**src/hdl/rmq_pkg.sv**
```systemverilog
// shared types, widths and codes for the rotation matrix to quaternion converter
package rmq_pkg;

    localparam int DATA_W = 16;
    localparam int FRAC   = DATA_W - 2;
    localparam int SUM_W  = DATA_W + 2;
    localparam int ARG_W  = DATA_W + 1;
    localparam int MAG_W  = DATA_W + 1;
    localparam int RAD_W  = 2 * DATA_W;
    localparam int ROOT_W = DATA_W;
    localparam int REM_W  = DATA_W + 2;
    localparam int NUM_W  = 2 * DATA_W - 1;
    localparam int DEN_W  = DATA_W + 1;
    localparam int QUO_W  = DATA_W - 1;
    localparam int CMP_W  = 2 * DATA_W;

    localparam logic signed [SUM_W-1:0] ONE = SUM_W'(1) <<< FRAC;

    typedef logic signed [DATA_W-1:0] elem_t;

    typedef struct packed {
        elem_t e00;
        elem_t e01;
        elem_t e02;
        elem_t e10;
        elem_t e11;
        elem_t e12;
        elem_t e20;
        elem_t e21;
        elem_t e22;
    } rmq_req_t;

    typedef struct packed {
        elem_t qw;
        elem_t qx;
        elem_t qy;
        elem_t qz;
        logic  invalid;
    } rmq_res_t;

    // which component comes straight from the square root
    typedef enum logic [1:0] {
        LEAD_W,
        LEAD_X,
        LEAD_Y,
        LEAD_Z
    } lead_t;

    // classified request handed from the front to the back
    typedef struct packed {
        logic [ARG_W-1:0]  arg;
        logic              invalid;
        lead_t             lead;
        logic [2:0]        neg;
        logic [MAG_W-1:0]  mag_a;
        logic [MAG_W-1:0]  mag_b;
        logic [MAG_W-1:0]  mag_c;
    } rmq_job_t;

endpackage

```
**src/hdl/rmq_front.sv**
```systemverilog
// front end: trace test, leading axis choice, root argument and the three numerators
module rmq_front (
    input  rmq_pkg::rmq_req_t req,
    output rmq_pkg::rmq_job_t job
);
    import rmq_pkg::*;

    logic signed [SUM_W-1:0] m00, m01, m02, m10, m11, m12, m20, m21, m22;
    logic signed [SUM_W-1:0] tr, arg, da, db, dc;
    logic                    tr_pos;
    lead_t                   lead;

    // sign extend the elements
    always_comb
    begin
        m00 = SUM_W'(req.e00);
        m01 = SUM_W'(req.e01);
        m02 = SUM_W'(req.e02);
        m10 = SUM_W'(req.e10);
        m11 = SUM_W'(req.e11);
        m12 = SUM_W'(req.e12);
        m20 = SUM_W'(req.e20);
        m21 = SUM_W'(req.e21);
        m22 = SUM_W'(req.e22);
    end

    // pick the branch and the leading component
    always_comb
    begin
        tr     = m00 + m11 + m22;
        tr_pos = tr > 0;
        if (tr_pos)
            lead = LEAD_W;
        else if (m22 > ((m11 > m00) ? m11 : m00))
            lead = LEAD_Z;
        else if (m11 > m00)
            lead = LEAD_Y;
        else
            lead = LEAD_X;
    end

    // root argument and numerators per branch
    always_comb
    begin
        unique case (lead)
            LEAD_W:
            begin
                arg = tr + ONE;
                da  = m12 - m21;
                db  = m20 - m02;
                dc  = m01 - m10;
            end
            LEAD_X:
            begin
                arg = m00 - (m11 + m22) + ONE;
                da  = m12 - m21;
                db  = m01 + m10;
                dc  = m02 + m20;
            end
            LEAD_Y:
            begin
                arg = m11 - (m22 + m00) + ONE;
                da  = m20 - m02;
                db  = m12 + m21;
                dc  = m10 + m01;
            end
            default:
            begin
                arg = m22 - (m00 + m11) + ONE;
                da  = m01 - m10;
                db  = m20 + m02;
                dc  = m21 + m12;
            end
        endcase
    end

    // pack into sign and magnitude
    always_comb
    begin
        job.invalid = !tr_pos && (arg <= 0);
        job.arg     = job.invalid ? ARG_W'(1) : arg[ARG_W-1:0];
        job.lead    = lead;
        job.neg     = {da[SUM_W-1], db[SUM_W-1], dc[SUM_W-1]};
        job.mag_a   = da[SUM_W-1] ? MAG_W'(-da) : da[MAG_W-1:0];
        job.mag_b   = db[SUM_W-1] ? MAG_W'(-db) : db[MAG_W-1:0];
        job.mag_c   = dc[SUM_W-1] ? MAG_W'(-dc) : dc[MAG_W-1:0];
    end

endmodule

```
**config.mk**
```make
export PLATFORM = sky130hd
export DESIGN_NAME = rmq_front
export DESIGN_NICKNAME = d
export VERILOG_FILES = /design/src/hdl/rmq_pkg.sv /design/src/hdl/rmq_front.sv
export SDC_FILE = /design/constraint.sdc
export NUM_CORES = 1
export LEC_CHECK = 0
export ABC_AREA = 1
export ABC_CLOCK_PERIOD_IN_PS = 10100
export BUFFER_PORTS_ARGS = -buffer_cell sky130_fd_sc_hd__buf_2
export CELL_PAD_IN_SITES_DETAIL_PLACEMENT = 1
export CELL_PAD_IN_SITES_GLOBAL_PLACEMENT = 1
export CORE_MARGIN = 1
export CORE_UTILIZATION = 25
export DETAILED_ROUTE_END_ITERATION = 7
export GPL_TIMING_DRIVEN = 0
export PLACE_DENSITY_LB_ADDON = 0.2
export SYNTH_ARGS = -nofsm -noshare
export SYNTH_HDL_FRONTEND = slang
export SYNTH_SLANG_ARGS = --single-unit
```
**constraint.sdc**
```tcl
create_clock -name vclk -period 10.1
set_input_delay 2.525 -clock vclk [all_inputs]
set_output_delay 2.525 -clock vclk [all_outputs]
set_load 0.005 [all_outputs]
```
==> flow_summary.toml <==
[outcome]
status = "complete, but fails checks"
violations = "negative setup slack"

[worst_setup_path]
crit_type = "input pin to output port"
slowest_delay_ns = 0.37
cp.required_ns = 7.58
cp.arrival_ns = 8.52
path_max_fanout = 8
critPathLaunchType = "input pin"
cp_slowest_cell = "fa_2"
end_kind = "output port"

[placed_design]
detailed_place_hpwl_microns = 59500
pre_cts_slack_ns = -2.44
port_buffers = 218
place.gp.congestion = 0.904
dp.cells = 3460

[cells_and_area]
nNetsFinal = 3301
drive_gt1_frac = 0.251
clockBufferCount = 0
register_area_sq_um = 0
n_sequential_cell = 0
num-fill-cells = 7451
synthToLayoutAreaGrowth_pct = 36.6
multiInputGateArea_sq_um = 14000
fin_cells = 3617

[floorplanning]
core_area_sq_um = 57600
start_util = 0.253
die_area_sq_um = 59200
die_width_microns = 243
row_count = 88
die_h_microns = 243
io_pins = 218

[timing]
drv_slew = 0
min_period_ns = 11.05
worst_slack_ns = -0.945
setup_violations = 72
slew_headroom = 0.537
tightestPinTransition_ns = 0.694
fmax_mhz = 90.5
fin_crit_sh = 1.09
rsz0062_at_grt = "yes"
finalHoldViolCount = 0

[cts]
postCtsHoldBufs = 0

[logic_synthesis]
syn_area_sq_um = 14600
seq_area_frac_synth = 0
avgSynthCellArea_sq_um = 5.88
syn_inst = 2477
syn_nets = 2925
ys_types = 53
ys_warn_count = 0

[detailed_routing]
avgRoutedWirePerCell_microns = 19.5
vias_per_cell = 4.91
drc_errors = 0
firstDrtPassIters = 5
drt_iter0_drc = 952
routed_wl_microns = 70400
detail-route-antenna-nets = 0
num_vias = 17800

[grt]
grt_overflow = 0
antenna_found_initial = 4
grt_usage = 0.224
grt_pass1_wl_microns = 104000
grt_max_degree = 11
grt_pass1_vias = 17900

[run]
cap_viol_max_count = 0

[hold_path]
hp-class = "input pin to output port"
==> cell usage in the layout, fill, tap and decap left out, drive strengths merged, types with 2 or more instances in the layout <==
cell	instances
nand2	609
inv	433
buf	403
ha	261
nand3	246
nor2	191
a21oi	164
xor2	122
o21ai	86
nand4	68
fa	43
nor3	37
clkbuf	33
xnor2	26
o21bai	20
nand3b	18
a21o	16
or2	12
o211ai	9
a31oi	8
a21boi	6
o21a	5
a22oi	5
a221oi	5
clkinv	4
a211oi	3
o2111ai	3
o221ai	3
and2	3
a31o	2
nor4	2
==> cells in the mapped netlist (all sizes together) (2+ instances only) <==
master | number | area, sq um
nor4 | 2 | 12.5
nand4 | 68 | 432
o21a | 5 | 37.5
a22oi | 5 | 37.5
o211ai | 9 | 72.6
nand3b | 18 | 135
nor3 | 37 | 213
o221ai | 3 | 26.3
a21boi | 6 | 45.1
clkbuf | 25 | 93.8
o21bai | 20 | 150
buf | 37 | 233
o21ai | 86 | 430
a21oi | 164 | 828
xnor2 | 26 | 228
xor2 | 122 | 1070
nand3 | 246 | 1250
and2 | 3 | 18.8
ha | 261 | 3270
nor2 | 191 | 769
nand2 | 609 | 2310
a31o | 2 | 17.5
fa | 43 | 861
inv | 438 | 1640
a221oi | 5 | 43.8
a211oi | 3 | 22.5
o2111ai | 3 | 26.3
or2 | 12 | 75.1
a31oi | 8 | 50.1
a21o | 16 | 120
==> worst paths after layout <==
path,startpoint,to,depth (start not counted)
setup / recovery,req[64],job[10],49
hold / removal,req[64],job[57],7
==> stage by stage <==
stage	hold slack (ns)	TNS (ns)	instance area, sq um	util
finish	5.82	-57.13	19900	0.345
global placement	5.77	-142.38	16800	0.291
detailed placement	5.80	-149.16	16800	0.291
CTS	5.81	-54.99	18000	0.313
global route	5.90	-78.76	19900	0.345
floorplan	5.32	-0.0382	14700	-
==> final cells by class <==
class / count / area share
inverters: 438 / 0.0865
diodes: 1 / 0.000126
repair buffers: 374 / 0.130
multi-input cells: 1977 / 0.705
plain buffers: 62 / 0.0301
well taps: 765 / 0.0481
==> critical path: cells and delay by family <==
kind            cells  cell delay [ns]
xor+xnor            2             0.34
buf+inv            16             1.65
simple gates       20             1.91
fa+ha+maj           4             0.94
compound gates      7             1.12
==> repair_timing <==
item	CTS	global route
gates resized for setup	186	278
gates cloned	0	6
setup endpoints to repair	74	74
setup buffers	66	84
pin swaps	64	97
==> kinds of logic (layout without fill, tap and decap cells) <==
logic type / Yosys count / count (layout) / share of synthesized area
other: 0 / 1 / 0
buffers and inverters: 500 / 874 / 0.135
XOR/XNOR: 148 / 148 / 0.0891
adder cells (fa/ha/maj): 304 / 304 / 0.284
AO/OA/AOI/OAI: 338 / 338 / 0.133
AND/OR/NAND/NOR: 1187 / 1187 / 0.359
==> metal layers <==
| metal | GRT usage | vias to the layer above | share of wire |
|---|---|---|---|
| li1 | - | 8731 | - |
| met1 | 0.329 | 8541 | 0.50 |
| met2 | 0.359 | 436 | 0.44 |
| met3 | 0.0223 | 60 | 0.051 |
| met4 | 0.0235 | 6 | 0.016 |
| met5 | 0 | - | 0.00048 |
