File: src/hdl/rmq_pkg.sv
// shared types, widths and codes for the rotation matrix to quaternion converter
package rmq_pkg;

    localparam int DATA_W = 16;
    localparam int FRAC   = DATA_W - 2;
    localparam int SUM_W  = DATA_W + 2;
    localparam int ARG_W  = DATA_W + 1;
    localparam int MAG_W  = DATA_W + 1;
    localparam int RAD_W  = 2 * DATA_W;
    localparam int ROOT_W = DATA_W;
    localparam int REM_W  = DATA_W + 2;
    localparam int NUM_W  = 2 * DATA_W - 1;
    localparam int DEN_W  = DATA_W + 1;
    localparam int QUO_W  = DATA_W - 1;
    localparam int CMP_W  = 2 * DATA_W;

    localparam logic signed [SUM_W-1:0] ONE = SUM_W'(1) <<< FRAC;

    typedef logic signed [DATA_W-1:0] elem_t;

    typedef struct packed {
        elem_t e00;
        elem_t e01;
        elem_t e02;
        elem_t e10;
        elem_t e11;
        elem_t e12;
        elem_t e20;
        elem_t e21;
        elem_t e22;
    } rmq_req_t;

    typedef struct packed {
        elem_t qw;
        elem_t qx;
        elem_t qy;
        elem_t qz;
        logic  invalid;
    } rmq_res_t;

    // which component comes straight from the square root
    typedef enum logic [1:0] {
        LEAD_W,
        LEAD_X,
        LEAD_Y,
        LEAD_Z
    } lead_t;

    // classified request handed from the front to the back
    typedef struct packed {
        logic [ARG_W-1:0]  arg;
        logic              invalid;
        lead_t             lead;
        logic [2:0]        neg;
        logic [MAG_W-1:0]  mag_a;
        logic [MAG_W-1:0]  mag_b;
        logic [MAG_W-1:0]  mag_c;
    } rmq_job_t;

endpackage

File: src/hdl/rmq_queue.sv
// two-entry queue between the front end and the arithmetic pipeline
module rmq_queue (
    input  logic              clk,
    input  logic              rst_n,
    input  logic              push,
    input  rmq_pkg::rmq_job_t wr_job,
    input  logic              pop,
    output logic              full,
    output logic              rd_valid,
    output rmq_pkg::rmq_job_t rd_job
);
    import rmq_pkg::*;

    rmq_job_t   mem_reg [2];
    logic       wr_ptr_reg, wr_ptr_next;
    logic       rd_ptr_reg, rd_ptr_next;
    logic [1:0] count_reg, count_next;
    logic       do_pop;

    assign full     = count_reg == 2'd2;
    assign rd_valid = count_reg != 2'd0;
    assign rd_job   = mem_reg[rd_ptr_reg];
    assign do_pop   = pop && rd_valid;

    // pointer and fill count
    always_comb
    begin
        wr_ptr_next = push ? !wr_ptr_reg : wr_ptr_reg;
        rd_ptr_next = do_pop ? !rd_ptr_reg : rd_ptr_reg;
        count_next  = count_reg + 2'(push) - 2'(do_pop);
    end

    always_ff @(posedge clk or negedge rst_n)
    begin
        if (!rst_n)
        begin
            wr_ptr_reg <= 1'b0;
            rd_ptr_reg <= 1'b0;
            count_reg  <= 2'd0;
        end
        else
        begin
            wr_ptr_reg <= wr_ptr_next;
            rd_ptr_reg <= rd_ptr_next;
            count_reg  <= count_next;
        end
    end

    // storage
    always_ff @(posedge clk)
    begin
        if (push)
            mem_reg[wr_ptr_reg] <= wr_job;
    end

endmodule

File: config.mk
export PLATFORM = sky130hd
export DESIGN_NAME = rmq_queue
export DESIGN_NICKNAME = d
export VERILOG_FILES = /design/src/hdl/rmq_pkg.sv /design/src/hdl/rmq_queue.sv
export SDC_FILE = /design/constraint.sdc
export NUM_CORES = 1
export LEC_CHECK = 0
export BUFFER_PORTS_ARGS = -buffer_cell sky130_fd_sc_hd__buf_2
export CAP_MARGIN = 10
export CORE_MARGIN = 10
export CORE_UTILIZATION = 47
export DETAILED_ROUTE_END_ITERATION = 10
export PLACE_DENSITY = 0.75
export SKIP_LAST_GASP = 1
export SYNTH_ARGS = -nofsm -noshare
export SYNTH_HDL_FRONTEND = slang
export SYNTH_SLANG_ARGS = --single-unit
File: constraint.sdc
create_clock -name clk -period 4 [get_ports clk]
set_input_delay 0.6 -clock clk [delete_from_list [all_inputs] [get_ports clk]]
set_output_delay 0.6 -clock clk [all_outputs]
set_load 0.02 [all_outputs]
==> results by group <==
Critical path
  • R2R setup slack: 2.28 ns
  • CP cell instances: buf_4 > mux2_4 > buf_2
  • Crit path arrival time: 2.27 ns
  • Critical path's top delay family: flip-flops
  • Depth of the most critical reg-to-reg path: 1
  • Crit path launch: rd_ptr_reg
  • Critical R2R Launch: wr_ptr_reg
  • CP Buf/Inv Count: 2
  • Worst path depth: 3
  • Slowest cell on crit path: dfrtp_4
  • Slowest stage delay, CP: 1.03 ns
  • Worst-path fanout max: 54
  • CP Launch Type: flip-flop
  • Worst flop-to-flop path endpoint: mem_reg[1][59]
  • WS Path Type: reg -> out
  • Critical path endpoint: rd_job[18]
  • Worst path required time: 3.40 ns
  • CP endpoint kind: primary output

CTS
  • CTS Buf Count: 17
  • CTS clk-pin slew, worst paths: 0.06 ns
  • Clock buffer depth: 2
  • Clk root buf: clkbuf_16
  • Clk_lat worst skew: 0.42 ns
  • H-tree depth: 4
  • Clk sink count: 152
  • CTS tree: yes

Place
  • Inst Count DP: 544
  • Post-detail-place hpwl: 7447 um
  • PortBufs: 153
  • Cell Area, Placed: 0.006679 sq mm
  • GP Congestion: 0.7288

Synth
  • Adder-Cell Fraction of Synth Area: 0.4357%
  • Post-synth top flop: edfxtp_1
  • Async set-or-reset flop fraction in the synthesized netlist: 2.632%
  • Yosys top cell by area: edfxtp_1
  • Compound-Gate Fraction of Synth Area: 0.1307%
  • Synth Area in XOR/XNOR: 0.6100%
  • Synth top cells by count: edfxtp_1, mux2_4, mux2_2, buf_6, dfrtp_1
  • Post-synthesis simple-gate area fraction: 0.4357%
  • Synthesized net count: 327
  • Yosys cell types: 14
  • Synth top area cells: edfxtp_1, mux2_4, mux2_2
  • Top-count cell post-synth: edfxtp_1
  • YS warnings: 0
  • Post-Syn Area: 0.005743 sq mm
  • Register area share after synthesis: 79.13%
  • Post-synthesis mux area share: 17.78%
  • Synthesized area per cell: 23.25 sq um
  • Synth Register Bits: 152
  • EDFF count, synth: 148
  • Largest family of logic cells by synthesized area: multiplexers
  • Area share of the largest cell type after synthesis: 77.39%
  • Syn Inst Count: 247

Power
  • Gate power share: 30.1%
  • Pleak: 2.920 nW
  • Pwr Total: 5.654 mW
  • Switching Fraction: 30.54%
  • Cell Int Power: 3.927 mW
  • VDD IR max: 530.2 uV
  • Pwr/cell area: 774.7 mW/mm^2
  • Clk network pwr share: 28.6%
  • Sequential Power Share: 41.4%
  • Switching pwr: 1.727 mW

Layout
  • Register Area: 0.004548 sq mm
  • Ant. Diodes: 0
  • Fill cells: 893
  • Footprint of the multi-input gates: 0.001124 sq mm
  • Area Growth Syn to Fin: 27.08%
  • Final nets: 497
  • Share of layout cells above drive strength 1: 61.86%
  • Final Non-Filler Cells: 577
  • Max reg flops: 148
  • Post-route cell area: 0.007298 sq mm

STA
  • Slew Viols, Final: 0
  • RSZ-0062 raised after global routing: no
  • WHS: 0.3711 ns
  • Max Freq: 348.8 MHz
  • Fin crit period: 2.867 ns
  • Final hold vios: 0
  • Clock Skews: 0.008225 ns
  • Final setup vio count: 0
  • Final TNS setup: 0 ns
  • Worst-margin pin slew: 1.031 ns
  • Final period utilization: 71.67%
  • Worst slew margin: 31.26%

Drt
  • Initial DRT Pass Iterations: 4
  • Post-route ant nets: 0
  • 1st-iter DRT viols: 217
  • Vias per Instance: 4.889
  • Via total after detailed routing: 2,821
  • Routed WL: 10,970 um
  • DR WL/cell: 19.02 um
  • # DRC: 0

Job
  • Max Cap Viol: 0

Floorplan
  • Core area: 0.01201 sq mm
  • Initial Util: 47.81%
  • I/O pins: 154
  • Die area: 0.01704 sq mm
  • Die X-Extent: 130.5 um
  • Y dimension of the die: 130.5 um
  • Placement Rows: 40

Global routing
  • Pin count of the biggest net entering global routing: 75
  • Vias in the first global route: 3,134
  • Initial antenna violation count: 1
  • All-Layer GR Usage: 13.03%
  • First-pass GRT wire length: 16,650 um
  • Gr ovfl total: 0

Outcome
  • Status: finished clean

Min path
  • Worst Hold Class: in -> reg
[cell usage in the layout, fill, tap and decap left out, types with 3 or more instances in the layout]
master      count
bufinv_16       3
clkbuf_16      17
dfrtp_1         3
edfxtp_1      148
mux2_2         24
buf_4           4
buf_2         153
mux2_4         50
clkinvlp_4      3
clkinv_4        3
[power by group through the flow]
stage	sequential (mW)	clock, mW	combinational, mW
floorplan	2.23	0	1.37
global placement	2.35	0	1.71
detailed placement	2.37	0	1.74
CTS	2.34	1.65	1.74
global route	2.38	1.73	1.81
finish	2.34	1.61	1.70
[through the flow]
stage / utilization (%) / setup slack, ns
after floorplan: - / 1.029
after global placement: 55.60 / 1.606
after detailed placement: 55.60 / 1.572
after CTS: 60.76 / 1.129
after global routing: 60.76 / 1.037
final: 60.76 / 1.133
[layer usage]
metal | routed length (um) | up-vias | global-route usage (%)
li1 | - | 1319 | -
met1 | 4311 | 1376 | 14.65
met2 | 5477 | 113 | 20.84
met3 | 1061 | 11 | 6.608
met4 | 104 | 2 | 4.971
met5 | 18 | - | 0
[kinds of logic (layout without fill, tap and decap cells)]
kind of cell	after synthesis	in the layout
compound gates	1	1
fa+ha+maj	2	2
simple gates	4	4
flops	152	152
xor+xnor	4	4
buf+inv	10	193
mux	74	74
[final cells by class]
type	instances	share of cell area, %
Tap cell	147	2.520
Timing Repair Buffer	159	11.31
Multi-Input combinational cell	85	15.40
Inverter	2	0.1029
Clock buffer	21	6.309
Sequential cell	152	62.32
Clock inverter	11	2.040
[what timing repair did]
action	4_1_cts	5_1_grt
hold buffers	1	0
buffers inserted	0	0
hold endpoints to repair	4	0
resized for setup	0	0
[worst min-delay path by stage]
| stage | startpoint | endpoint | cells after the start | slack (ns) |
|---|---|---|---|---|
| finish | wr_job[45] | mem_reg[0][45] | 1 | 0.37 |
| floorplan | rst_n | count_reg[0] | 0 | 0.30 |
| detailed placement | rst_n | count_reg[0] | 1 | 0.41 |
| CTS | wr_job[45] | mem_reg[0][45] | 1 | 0.36 |
| global placement | rst_n | count_reg[0] | 1 | 0.41 |
| global route | wr_job[45] | mem_reg[0][45] | 1 | 0.36 |
No activity file was read; power rests on OpenSTA's default activity.
